--- config.mk ---
export PLATFORM = sky130hd
export DESIGN_NAME = fadc_multi_hit_pulse_counter
export DESIGN_NICKNAME = d
export VERILOG_FILES = /design/src/design/mhpc_pkg.sv /design/src/design/fadc_multi_hit_pulse_counter.sv /design/src/design/mhpc_div.sv
export VERILOG_INCLUDE_DIRS = /design/src /design/src/design
export SDC_FILE = /design/constraint.sdc
export NUM_CORES = 2
export LEC_CHECK = 0
export BUFFER_PORTS_ARGS = -buffer_cell sky130_fd_sc_hd__clkbuf_2
export CAP_MARGIN = 0
export CORE_MARGIN = 1.5
export CORE_UTILIZATION = 40
export DETAILED_ROUTE_END_ITERATION = 6
export PLACE_DENSITY = 0.62
export SLEW_MARGIN = 25
export SYNTH_ARGS = -nofsm -noshare
export SYNTH_HDL_FRONTEND = slang
export SYNTH_SLANG_ARGS = --single-unit
--- constraint.sdc ---
create_clock -name clk -period 5.9 [get_ports clk]
set_clock_uncertainty 0.1 [all_clocks]
set_input_delay 1.18 -clock clk [delete_from_list [all_inputs] [get_ports clk]]
set_output_delay 1.18 -clock clk [all_outputs]
set_load 0.01 [all_outputs]
--- src/design/fadc_multi_hit_pulse_counter_defines.svh ---
// ----------------------------------------------------------------------------
// fadc multi-hit pulse counter assertion macros
// Shared property wrappers for the checks at the end of the top level.
// ----------------------------------------------------------------------------
`ifndef FADC_MULTI_HIT_PULSE_COUNTER_DEFINES_SVH
`define FADC_MULTI_HIT_PULSE_COUNTER_DEFINES_SVH

// same-cycle implication, disabled in reset
`define MHPC_ASSERT_SAME(label, clk, rst_n, ante, cons) \
    label: assert property (@(posedge clk) disable iff (!rst_n) (ante) |-> (cons)) \
        else $error("mhpc: same-cycle check failed");

// next-cycle implication, disabled in reset
`define MHPC_ASSERT_NEXT(label, clk, rst_n, ante, cons) \
    label: assert property (@(posedge clk) disable iff (!rst_n) (ante) |=> (cons)) \
        else $error("mhpc: next-cycle check failed");

`endif

--- src/design/mhpc_pkg.sv ---
// ----------------------------------------------------------------------------
// mhpc_pkg
// Types, constants and register codes of the multi-hit pulse counter.
// ----------------------------------------------------------------------------
`timescale 1ns / 1ps
`default_nettype none

package mhpc_pkg;

    // field and counter widths
    localparam int SAMPLE_W = 16;
    localparam int COUNT_W  = 12;
    localparam int HIT_W    = 11;
    localparam int SUM_W    = 28;
    localparam int CFG_IDX_W = 3;

    // saturation limits
    localparam logic [COUNT_W-1:0] COUNT_MAX = {COUNT_W{1'b1}};
    localparam logic [HIT_W-1:0]   HIT_MAX   = {HIT_W{1'b1}};

    // divider defaults
    localparam int DIV_DIVIDEND_W = SUM_W;
    localparam int DIV_DIVISOR_W  = COUNT_W;

    // configuration reset values
    localparam logic signed [SAMPLE_W-1:0] ACCEPT_LOW_RST         = 16'sd300;
    localparam logic signed [SAMPLE_W-1:0] ACCEPT_HIGH_RST        = 16'sd600;
    localparam logic signed [SAMPLE_W-1:0] HIT_THRESHOLD_RST      = 16'sd500;
    localparam logic signed [SAMPLE_W-1:0] BASELINE_THRESHOLD_RST = 16'sd505;
    localparam logic [COUNT_W-1:0]         MIN_WIDTH_RST          = 12'd3;

    // configuration register indexes
    typedef enum logic [CFG_IDX_W-1:0] {
        REG_ACCEPT_LOW         = 3'd0,
        REG_ACCEPT_HIGH        = 3'd1,
        REG_HIT_THRESHOLD      = 3'd2,
        REG_BASELINE_THRESHOLD = 3'd3,
        REG_MIN_WIDTH          = 3'd4
    } cfg_reg_t;

    // sequencer states
    typedef enum logic [2:0] {
        ST_IDLE,
        ST_START,
        ST_DIV,
        ST_MUL,
        ST_FIN
    } state_t;

    // input request
    typedef struct packed {
        logic signed [SAMPLE_W-1:0] sample;
        logic                       last_sample;
    } sample_t;

    // result request
    typedef struct packed {
        logic                       pulse_ended;
        logic [COUNT_W-1:0]         pulse_width;
        logic                       summary_valid;
        logic [HIT_W-1:0]           hit_count;
        logic [HIT_W-1:0]           good_hit_count;
        logic signed [SAMPLE_W-1:0] baseline;
        logic signed [SUM_W-1:0]    pulse_charge;
    } result_t;

    // divider control and status
    typedef struct packed {
        logic start;
    } div_ctrl_t;

    typedef struct packed {
        logic busy;
        logic done;
    } div_stat_t;

endpackage

`default_nettype wire

--- src/design/fadc_multi_hit_pulse_counter.sv ---
// ----------------------------------------------------------------------------
// fadc_multi_hit_pulse_counter
// Counts negative-going pulses in a digitizer waveform and reports a summary.
// ----------------------------------------------------------------------------
// An ordinary sample is taken and its result is registered at the same
// edge; a new sample is accepted every cycle while the result register is
// not held by result_stall. The sample flagged last_sample starts a summary
// sequence: ST_START loads the divider, ST_DIV runs the 28-step bit-serial
// baseline divider and takes the quotient, ST_MUL does the charge multiply
// and ST_FIN saturates and registers the result, so the last sample of a
// waveform stalls the sample channel through that sequence, plus any wait on
// result_stall.
`timescale 1ns / 1ps
`default_nettype none

`include "fadc_multi_hit_pulse_counter_defines.svh"

module fadc_multi_hit_pulse_counter #(
    parameter int DIVIDEND_W = mhpc_pkg::DIV_DIVIDEND_W,
    parameter int DIVISOR_W  = mhpc_pkg::DIV_DIVISOR_W
) (
    input  wire logic                                  clk,
    input  wire logic                                  rst_n,
    // configuration
    input  wire logic                                  cfg_write,
    input  wire logic [mhpc_pkg::CFG_IDX_W-1:0]        cfg_index,
    input  wire logic [mhpc_pkg::SAMPLE_W-1:0]         cfg_data,
    // sample channel
    input  wire logic                                  sample_valid,
    output      logic                                  sample_stall,
    input  wire mhpc_pkg::sample_t                     sample_data,
    // result channel
    output      logic                                  result_valid,
    input  wire logic                                  result_stall,
    output      mhpc_pkg::result_t                     result_data
);

    localparam int SW = mhpc_pkg::SAMPLE_W;
    localparam int CW = mhpc_pkg::COUNT_W;
    localparam int HW = mhpc_pkg::HIT_W;
    localparam int MW = mhpc_pkg::SUM_W;

    // configuration registers
    logic signed [SW-1:0] acc_low_reg, acc_high_reg, hit_thr_reg, base_thr_reg;
    logic [CW-1:0]        min_width_reg;

    // waveform state
    logic                 in_pulse_reg, in_pulse_next;
    logic [CW-1:0]        width_reg, width_next;
    logic [HW-1:0]        hits_reg, hits_next;
    logic [HW-1:0]        good_reg, good_next;
    logic [CW-1:0]        above_cnt_reg, above_cnt_next;
    logic signed [MW-1:0] above_sum_reg, above_sum_next;
    logic [CW-1:0]        pulse_cnt_reg, pulse_cnt_next;
    logic signed [MW-1:0] pulse_sum_reg, pulse_sum_next;

    // sequencer and handshake
    mhpc_pkg::state_t     state_reg, state_next;
    logic                 result_valid_reg, result_valid_next;
    mhpc_pkg::result_t    result_reg, result_next;
    logic                 out_free, take, fin_fire, load_step;

    // summary datapath
    logic                 pend_ended_reg, pend_ended_next;
    logic [CW-1:0]        pend_width_reg, pend_width_next;
    logic signed [SW-1:0] base_reg, base_next;
    logic signed [MW-1:0] prod_reg, prod_next;
    logic signed [MW:0]   charge_full;
    logic signed [MW-1:0] charge_sat;

    // per-sample step
    logic signed [SW-1:0] smp;
    logic                 in_win, start_pulse, end_pulse, pulse1;
    logic [HW-1:0]        good1;
    logic [CW-1:0]        width1;
    logic signed [MW-1:0] smp_ext;

    // divider
    mhpc_pkg::div_ctrl_t  div_ctrl;
    mhpc_pkg::div_stat_t  div_stat;
    logic [DIVIDEND_W-1:0] div_dividend, div_quotient, quo_signed;
    logic [DIVISOR_W-1:0] div_divisor;

    // configuration writes
    always_ff @(posedge clk or negedge rst_n)
    begin
        if (!rst_n)
        begin
            acc_low_reg   <= mhpc_pkg::ACCEPT_LOW_RST;
            acc_high_reg  <= mhpc_pkg::ACCEPT_HIGH_RST;
            hit_thr_reg   <= mhpc_pkg::HIT_THRESHOLD_RST;
            base_thr_reg  <= mhpc_pkg::BASELINE_THRESHOLD_RST;
            min_width_reg <= mhpc_pkg::MIN_WIDTH_RST;
        end
        else if (cfg_write)
        begin
            case (cfg_index)
                mhpc_pkg::REG_ACCEPT_LOW:         acc_low_reg   <= cfg_data;
                mhpc_pkg::REG_ACCEPT_HIGH:        acc_high_reg  <= cfg_data;
                mhpc_pkg::REG_HIT_THRESHOLD:      hit_thr_reg   <= cfg_data;
                mhpc_pkg::REG_BASELINE_THRESHOLD: base_thr_reg  <= cfg_data;
                mhpc_pkg::REG_MIN_WIDTH:          min_width_reg <= cfg_data[CW-1:0];
                default:                          ;
            endcase
        end
    end

    // handshake
    assign out_free     = !result_valid_reg || !result_stall;
    assign sample_stall = !((state_reg == mhpc_pkg::ST_IDLE) && out_free);
    assign take         = sample_valid && !sample_stall;

    // step decode
    assign smp         = sample_data.sample;
    assign smp_ext     = {{(MW-SW){smp[SW-1]}}, smp};
    assign in_win      = (smp <= acc_high_reg) && (smp >= acc_low_reg);
    assign start_pulse = in_win && !in_pulse_reg && (smp < hit_thr_reg);
    assign pulse1      = in_pulse_reg || start_pulse;
    assign end_pulse   = in_win && pulse1 && (smp > hit_thr_reg);
    assign width1      = start_pulse ? '0 : width_reg;
    assign good1       = (start_pulse && (good_reg != mhpc_pkg::HIT_MAX))
                         ? good_reg + 1'b1 : good_reg;

    // waveform state update, cleared after the summary
    always_comb
    begin
        in_pulse_next  = in_pulse_reg;
        width_next     = width_reg;
        hits_next      = hits_reg;
        good_next      = good_reg;
        above_cnt_next = above_cnt_reg;
        above_sum_next = above_sum_reg;
        pulse_cnt_next = pulse_cnt_reg;
        pulse_sum_next = pulse_sum_reg;
        if (take && in_win)
        begin
            if ((smp > base_thr_reg) && (above_cnt_reg != mhpc_pkg::COUNT_MAX))
            begin
                above_cnt_next = above_cnt_reg + 1'b1;
                above_sum_next = above_sum_reg + smp_ext;
            end
            if (start_pulse && (hits_reg != mhpc_pkg::HIT_MAX))
            begin
                hits_next = hits_reg + 1'b1;
            end
            good_next     = good1;
            in_pulse_next = pulse1 && !end_pulse;
            if (end_pulse && (width1 < min_width_reg) && (good1 != '0))
            begin
                good_next = good1 - 1'b1;
            end
            if (pulse1 && (pulse_cnt_reg != mhpc_pkg::COUNT_MAX))
            begin
                pulse_cnt_next = pulse_cnt_reg + 1'b1;
                pulse_sum_next = pulse_sum_reg + smp_ext;
            end
            width_next = (width1 != mhpc_pkg::COUNT_MAX) ? width1 + 1'b1 : width1;
        end
        else if (fin_fire)
        begin
            in_pulse_next  = 1'b0;
            width_next     = '0;
            hits_next      = '0;
            good_next      = '0;
            above_cnt_next = '0;
            above_sum_next = '0;
            pulse_cnt_next = '0;
            pulse_sum_next = '0;
        end
    end

    always_ff @(posedge clk or negedge rst_n)
    begin
        if (!rst_n)
        begin
            in_pulse_reg  <= 1'b0;
            width_reg     <= '0;
            hits_reg      <= '0;
            good_reg      <= '0;
            above_cnt_reg <= '0;
            above_sum_reg <= '0;
            pulse_cnt_reg <= '0;
            pulse_sum_reg <= '0;
        end
        else
        begin
            in_pulse_reg  <= in_pulse_next;
            width_reg     <= width_next;
            hits_reg      <= hits_next;
            good_reg      <= good_next;
            above_cnt_reg <= above_cnt_next;
            above_sum_reg <= above_sum_next;
            pulse_cnt_reg <= pulse_cnt_next;
            pulse_sum_reg <= pulse_sum_next;
        end
    end

    // sequencer next state
    always_comb
    begin
        state_next = state_reg;
        case (state_reg)
            mhpc_pkg::ST_IDLE:
            begin
                if (take && sample_data.last_sample)
                begin
                    state_next = mhpc_pkg::ST_START;
                end
            end
            mhpc_pkg::ST_START: state_next = mhpc_pkg::ST_DIV;
            mhpc_pkg::ST_DIV:
            begin
                if (div_stat.done)
                begin
                    state_next = mhpc_pkg::ST_MUL;
                end
            end
            mhpc_pkg::ST_MUL:   state_next = mhpc_pkg::ST_FIN;
            mhpc_pkg::ST_FIN:
            begin
                if (out_free)
                begin
                    state_next = mhpc_pkg::ST_IDLE;
                end
            end
            default:            state_next = mhpc_pkg::ST_IDLE;
        endcase
    end

    // sequencer outputs
    always_comb
    begin
        div_ctrl.start = 1'b0;
        fin_fire       = 1'b0;
        load_step      = 1'b0;
        case (state_reg)
            mhpc_pkg::ST_IDLE:  load_step      = take && !sample_data.last_sample;
            mhpc_pkg::ST_START: div_ctrl.start = 1'b1;
            mhpc_pkg::ST_FIN:   fin_fire       = out_free;
            default:            ;
        endcase
    end

    always_ff @(posedge clk or negedge rst_n)
    begin
        if (!rst_n)
        begin
            state_reg <= mhpc_pkg::ST_IDLE;
        end
        else
        begin
            state_reg <= state_next;
        end
    end

    // baseline divider: magnitude of the above-baseline sum over its count
    assign div_dividend = above_sum_reg[MW-1] ? DIVIDEND_W'(-above_sum_reg)
                                              : DIVIDEND_W'(above_sum_reg);
    assign div_divisor  = DIVISOR_W'(above_cnt_reg);

    mhpc_div #(
        .DIVIDEND_W (DIVIDEND_W),
        .DIVISOR_W  (DIVISOR_W)
    ) u_div (
        .clk      (clk),
        .rst_n    (rst_n),
        .ctrl     (div_ctrl),
        .dividend (div_dividend),
        .divisor  (div_divisor),
        .stat     (div_stat),
        .quotient (div_quotient)
    );

    // signed baseline, zero when nothing was above threshold
    assign quo_signed = above_sum_reg[MW-1] ? -div_quotient : div_quotient;

    always_comb
    begin
        base_next = base_reg;
        if (div_stat.done)
        begin
            base_next = (above_cnt_reg == '0) ? '0 : SW'(quo_signed);
        end
    end

    // charge product and saturation
    assign prod_next   = (state_reg == mhpc_pkg::ST_MUL)
                         ? MW'(base_reg * $signed({1'b0, pulse_cnt_reg}))
                         : prod_reg;
    assign charge_full = {prod_reg[MW-1], prod_reg} - {pulse_sum_reg[MW-1], pulse_sum_reg};
    assign charge_sat  = (charge_full[MW] != charge_full[MW-1])
                         ? {charge_full[MW], {(MW-1){!charge_full[MW]}}}
                         : charge_full[MW-1:0];

    // pulse end of the last sample, held for the summary result
    assign pend_ended_next = (take && sample_data.last_sample) ? end_pulse : pend_ended_reg;
    assign pend_width_next = (take && sample_data.last_sample)
                             ? (end_pulse ? width1 : '0) : pend_width_reg;

    // result register
    always_comb
    begin
        result_next       = result_reg;
        result_valid_next = result_valid_reg && result_stall;
        if (load_step)
        begin
            result_next                = '0;
            result_next.pulse_ended    = end_pulse;
            result_next.pulse_width    = end_pulse ? width1 : '0;
            result_valid_next          = 1'b1;
        end
        else if (fin_fire)
        begin
            result_next.pulse_ended    = pend_ended_reg;
            result_next.pulse_width    = pend_width_reg;
            result_next.summary_valid  = 1'b1;
            result_next.hit_count      = hits_reg;
            result_next.good_hit_count = good_reg;
            result_next.baseline       = base_reg;
            result_next.pulse_charge   = charge_sat;
            result_valid_next          = 1'b1;
        end
    end

    always_ff @(posedge clk or negedge rst_n)
    begin
        if (!rst_n)
        begin
            result_valid_reg <= 1'b0;
        end
        else
        begin
            result_valid_reg <= result_valid_next;
        end
    end

    always_ff @(posedge clk)
    begin
        result_reg     <= result_next;
        pend_ended_reg <= pend_ended_next;
        pend_width_reg <= pend_width_next;
        base_reg       <= base_next;
        prod_reg       <= prod_next;
    end

    assign result_valid = result_valid_reg;
    assign result_data  = result_reg;

    // checks
    `MHPC_ASSERT_SAME(a_busy_stalls, clk, rst_n,
        state_reg != mhpc_pkg::ST_IDLE, sample_stall)
    `MHPC_ASSERT_SAME(a_div_done_in_div, clk, rst_n,
        div_stat.done, state_reg == mhpc_pkg::ST_DIV)
    `MHPC_ASSERT_NEXT(a_last_starts_summary, clk, rst_n,
        take && sample_data.last_sample, state_reg == mhpc_pkg::ST_START)
    `MHPC_ASSERT_NEXT(a_fin_clears_state, clk, rst_n,
        fin_fire, (hits_reg == '0) && (above_cnt_reg == '0) && !in_pulse_reg)

endmodule

`default_nettype wire

--- src/design/mhpc_div.sv ---
// ----------------------------------------------------------------------------
// mhpc_div
// Iterative restoring divider, one quotient bit per cycle, unsigned operands.
// ----------------------------------------------------------------------------
`timescale 1ns / 1ps
`default_nettype none

module mhpc_div #(
    parameter int DIVIDEND_W = mhpc_pkg::DIV_DIVIDEND_W,
    parameter int DIVISOR_W  = mhpc_pkg::DIV_DIVISOR_W
) (
    input  wire logic                  clk,
    input  wire logic                  rst_n,
    input  wire mhpc_pkg::div_ctrl_t   ctrl,
    input  wire logic [DIVIDEND_W-1:0] dividend,
    input  wire logic [DIVISOR_W-1:0]  divisor,
    output      mhpc_pkg::div_stat_t   stat,
    output      logic [DIVIDEND_W-1:0] quotient
);

    localparam int CNT_W = (DIVIDEND_W > 1) ? $clog2(DIVIDEND_W) : 1;

    logic                  busy_reg, busy_next;
    logic                  done_reg, done_next;
    logic [CNT_W-1:0]      cnt_reg, cnt_next;
    logic [DIVIDEND_W-1:0] quo_reg, quo_next;
    logic [DIVISOR_W:0]    rem_reg, rem_next;
    logic [DIVISOR_W-1:0]  dvs_reg, dvs_next;

    logic [DIVISOR_W:0]    shifted;
    logic [DIVISOR_W+1:0]  trial;
    logic                  last_step;

    // shared subtract: shift in next dividend bit, try the divisor
    assign shifted   = {rem_reg[DIVISOR_W-1:0], quo_reg[DIVIDEND_W-1]};
    assign trial     = {1'b0, shifted} - {2'b00, dvs_reg};
    assign last_step = (cnt_reg == CNT_W'(DIVIDEND_W - 1));

    // step sequencing
    always_comb
    begin
        busy_next = busy_reg;
        done_next = 1'b0;
        cnt_next  = cnt_reg;
        if (ctrl.start)
        begin
            busy_next = 1'b1;
            cnt_next  = '0;
        end
        else if (busy_reg)
        begin
            cnt_next = cnt_reg + 1'b1;
            if (last_step)
            begin
                busy_next = 1'b0;
                done_next = 1'b1;
            end
        end
    end

    // datapath
    always_comb
    begin
        quo_next = quo_reg;
        rem_next = rem_reg;
        dvs_next = dvs_reg;
        if (ctrl.start)
        begin
            quo_next = dividend;
            rem_next = '0;
            dvs_next = divisor;
        end
        else if (busy_reg)
        begin
            if (!trial[DIVISOR_W+1])
            begin
                rem_next = trial[DIVISOR_W:0];
                quo_next = {quo_reg[DIVIDEND_W-2:0], 1'b1};
            end
            else
            begin
                rem_next = shifted;
                quo_next = {quo_reg[DIVIDEND_W-2:0], 1'b0};
            end
        end
    end

    always_ff @(posedge clk or negedge rst_n)
    begin
        if (!rst_n)
        begin
            busy_reg <= 1'b0;
            done_reg <= 1'b0;
            cnt_reg  <= '0;
        end
        else
        begin
            busy_reg <= busy_next;
            done_reg <= done_next;
            cnt_reg  <= cnt_next;
        end
    end

    always_ff @(posedge clk)
    begin
        quo_reg <= quo_next;
        rem_reg <= rem_next;
        dvs_reg <= dvs_next;
    end

    assign stat.busy = busy_reg;
    assign stat.done = done_reg;
    assign quotient  = quo_reg;

endmodule

`default_nettype wire

==> run_results.csv <==
group,metric,value,unit
cts,path_clk_slew,0.07,ns
synthesis,seq_area_frac_synth,0.3351,
timing,post-route-min-period,5.659,ns
timing,finalHoldViolCount,0,
routing,viasPerCell,5.265,
floorplanning,rows,99,
synthesis,yosys-top-cells-area,"dfrtp_1, fa_1, edfxtp_1, ha_1, nand2_1",
worst_setup_path,critPathMaxFanout,4,
cells_and_area,largest_reg_flops,80,
power,finalPower,13.02,mW
floorplanning,die_h,275.7,µm
synthesis,synthCells,3275,
synthesis,async_flop_share,0.5166,
hold_path,hold_depth,2,
global_route,grt_pass1_vias,22540,
timing,setup_tns,0,ns
synthesis,yosysUniqueCellTypes,85,
hold_path,hp-class,"reg -> reg",
cells_and_area,layout-drive-gt1-share,0.1293,
power,vdd_drop_max,0.2295,mV
cells_and_area,final_nets,3911,
synthesis,avgSynthCellArea,9.084,µm²
timing,slew_headroom,0.3746,
floorplanning,pin_count,123,
routing,postRouteAntennaNets,0,
worst_setup_path,cp.arrival,5.92,ns
synthesis,syn_nets,3738,
timing,finalMaxSlewViolations,0,
global_route,grt_overflow,0,
place,gp_congestion,0.8831,
floorplanning,initial_core_util,0.4057,
routing,vias,23420,
timing,setup_viol,0,
routing,drt_iter0_drc,1524,
cells_and_area,syn_to_final_growth,14.19,%
cells_and_area,seqCellArea,0.009971,mm²
worst_setup_path,worstPathRequired,6.16,ns
power,power.density,383.1,mW/mm²
floorplanning,dieArea,0.07602,mm²
synthesis,synth_top_area_frac,0.1506,
worst_setup_path,critical_path_class,"reg -> reg",
routing,wire_per_inst,17.33,µm
synthesis,syn_area,0.02975,mm²
synthesis,yosys_warnings,0,
status,run_status,"completed",
place,port_buffers,122,
flow_run,max-cap-violations,0,
timing,fmax,0.1767,GHz
routing,drt_wl_total,77070,µm
place,place_ws,-0.2880,ns
cells_and_area,multiInputGateArea,0.01798,mm²
synthesis,ys_ff_latch,391,
timing,tightest_slew,0.9380,ns
routing,route.detailed.drc,0,
timing,layout_setup_ws,0.2410,ns
floorplanning,core,0.07333,mm²
worst_setup_path,r2r_cells,20,
power,cellLeakagePower,15.88,nW
floorplanning,die_w,275.7,µm
worst_setup_path,end_kind,"flip-flop",
worst_setup_path,critPathLaunchType,"flip-flop",
cells_and_area,nFillCells,6982,
cts,tritoncts,"yes",
global_route,grt_pass1_wl,123300,µm
cts,cts.path.max_buffers,3,
cts,clock-sinks,391,
cts,cts_root_buffer,"clkbuf_16",
cts,numCtsBuffers,48,
global_route,grt_max_degree,111,
cts,clk_latency,0.64,ns
synthesis,yosysTopAreaCell,"dfrtp_1",
place,placed_area,0.03213,mm²
cells_and_area,design_area,0.03397,mm²
global_route,groute.usage.overall,0.2048,
synthesis,synth_flop_cell,"dfrtp_1",
cts,h-tree-depth,2,
timing,min_period_over_period,0.9592,
global_route,antenna_found_initial,3,
cts,hold_buffers,0,
routing,first_pass_iters,5,
synthesis,synth-edff-count,110,
place,dp_hpwl,58930,µm
## per-layer routing
| layer | GRT usage | up-vias | wire [µm] |
|---|---|---|---|
| met1 | 0.2984 | 11200 | 37330 |
| met3 | 0.03523 | 101 | 4987 |
| met2 | 0.3139 | 589 | 33060 |
| li1 | - | 11530 | - |
| met4 | 0.05206 | 0 | 1689 |
| met5 | 0 | - | 0 |
## logic make-up (layout without fill, tap and decap cells)
family                     count (synthesis)  count (layout)  synth area share
AOI/OAI and AO/OA                        689             689            0.1449
xor gates and xnor gates                 158             158           0.04652
adders and majority gates                425             425            0.2237
buffers and inverters                    521             734           0.06616
DFF                                      391             391            0.3351
muxes                                     51              51           0.01817
other                                      0               1                 0
and+or+nand+nor                         1040            1040            0.1655
## worst max-delay path, cell delays in order, from the launching register on
cell	delay [ns]
dfrtp_1	0.41
and2_1	0.19
fa_1	0.53
inv_1	0.05
fa_1	0.55
inv_1	0.06
fa_1	0.46
fa_1	0.49
inv_1	0.05
fa_1	0.52
inv_1	0.04
ha_2	0.32
a21o_1	0.20
a31oi_4	0.17
o2111ai_2	0.16
a31o_2	0.27
a21oi_2	0.16
o211ai_1	0.12
a31o_2	0.25
a21oi_1	0.18
xnor2_1	0.08
## final cells by class
| cell class | instances | share of cell area |
|---|---|---|
| multi-input combinational | 2363 | 0.5293 |
| sequential | 391 | 0.2935 |
| timing repair buffer | 255 | 0.04876 |
| inverter | 389 | 0.04298 |
| clock buffer | 66 | 0.04287 |
| tap | 959 | 0.03532 |
| clock inverter | 24 | 0.007219 |
| antenna | 1 | 0.00007366 |
## synth_stat cells, drive strengths merged (71+ instances only)
library cell,instances
ha,243
and2,101
nor2,153
a21oi,129
o21ai,288
dfrtp,179
clkbuf,113
nand2,443
xnor2,71
xor2,87
edfxtp,110
fa,179
inv,389
dfxtp,79
nand3,113
## repair_timing
action                                  in CTS  in global routing
endpoints found under the setup margin       1                 11
resized for setup                            1                 17
buffers inserted                             0                  9
## through the flow
step           instances  hold slack, ns  utilization
2_1_floorplan       3275          0.3613            -
3_3_place_gp        4348          0.3280       0.4381
3_5_place_dp        4348          0.3337       0.4381
4_1_cts             4438          0.3438       0.4614
5_1_grt             4447          0.3756       0.4632
6_report            4448          0.3403       0.4633
## final timing paths
path,slack [ns],endpoint,start
max,0.24,prod_reg[25],pulse_cnt_reg[1]
min,0.34,result_data[66],result_data[66]
max reg2reg,0.24,prod_reg[25],pulse_cnt_reg[1]
min reg2reg,0.34,result_data[66],result_data[66]
max in group asynchronous,4.10,pulse_sum_reg[20],rst_n
min in group asynchronous,0.49,base_thr_reg[9],rst_n
## where the power goes
group | internal [mW] | switching, mW | total (mW)
combinational | 2.41 | 3.25 | 5.67
clock | 1.81 | 1.32 | 3.13
sequential | 3.62 | 0.592 | 4.21
## cell usage in the layout (no fill, tap or decap), types with 20 or more instances in the layout
master / count
dfxtp_1: 79
ha_1: 240
mux2_2: 24
and3_1: 32
a21oi_1: 125
dfstp_2: 23
fa_1: 179
buf_4: 129
nor3_1: 40
clkbuf_16: 54
o21a_1: 20
nand2_1: 443
nand2b_1: 20
o31ai_1: 24
xor2_1: 87
o21ai_0: 282
and2_1: 101
inv_1: 387
nand3_1: 112
xnor2_1: 71
dfrtp_1: 177
nor2_1: 152
clkbuf_2: 121
edfxtp_1: 110
a21o_1: 43
nand4_1: 37
mux2i_1: 27
Power figures use the tool's default switching activity.
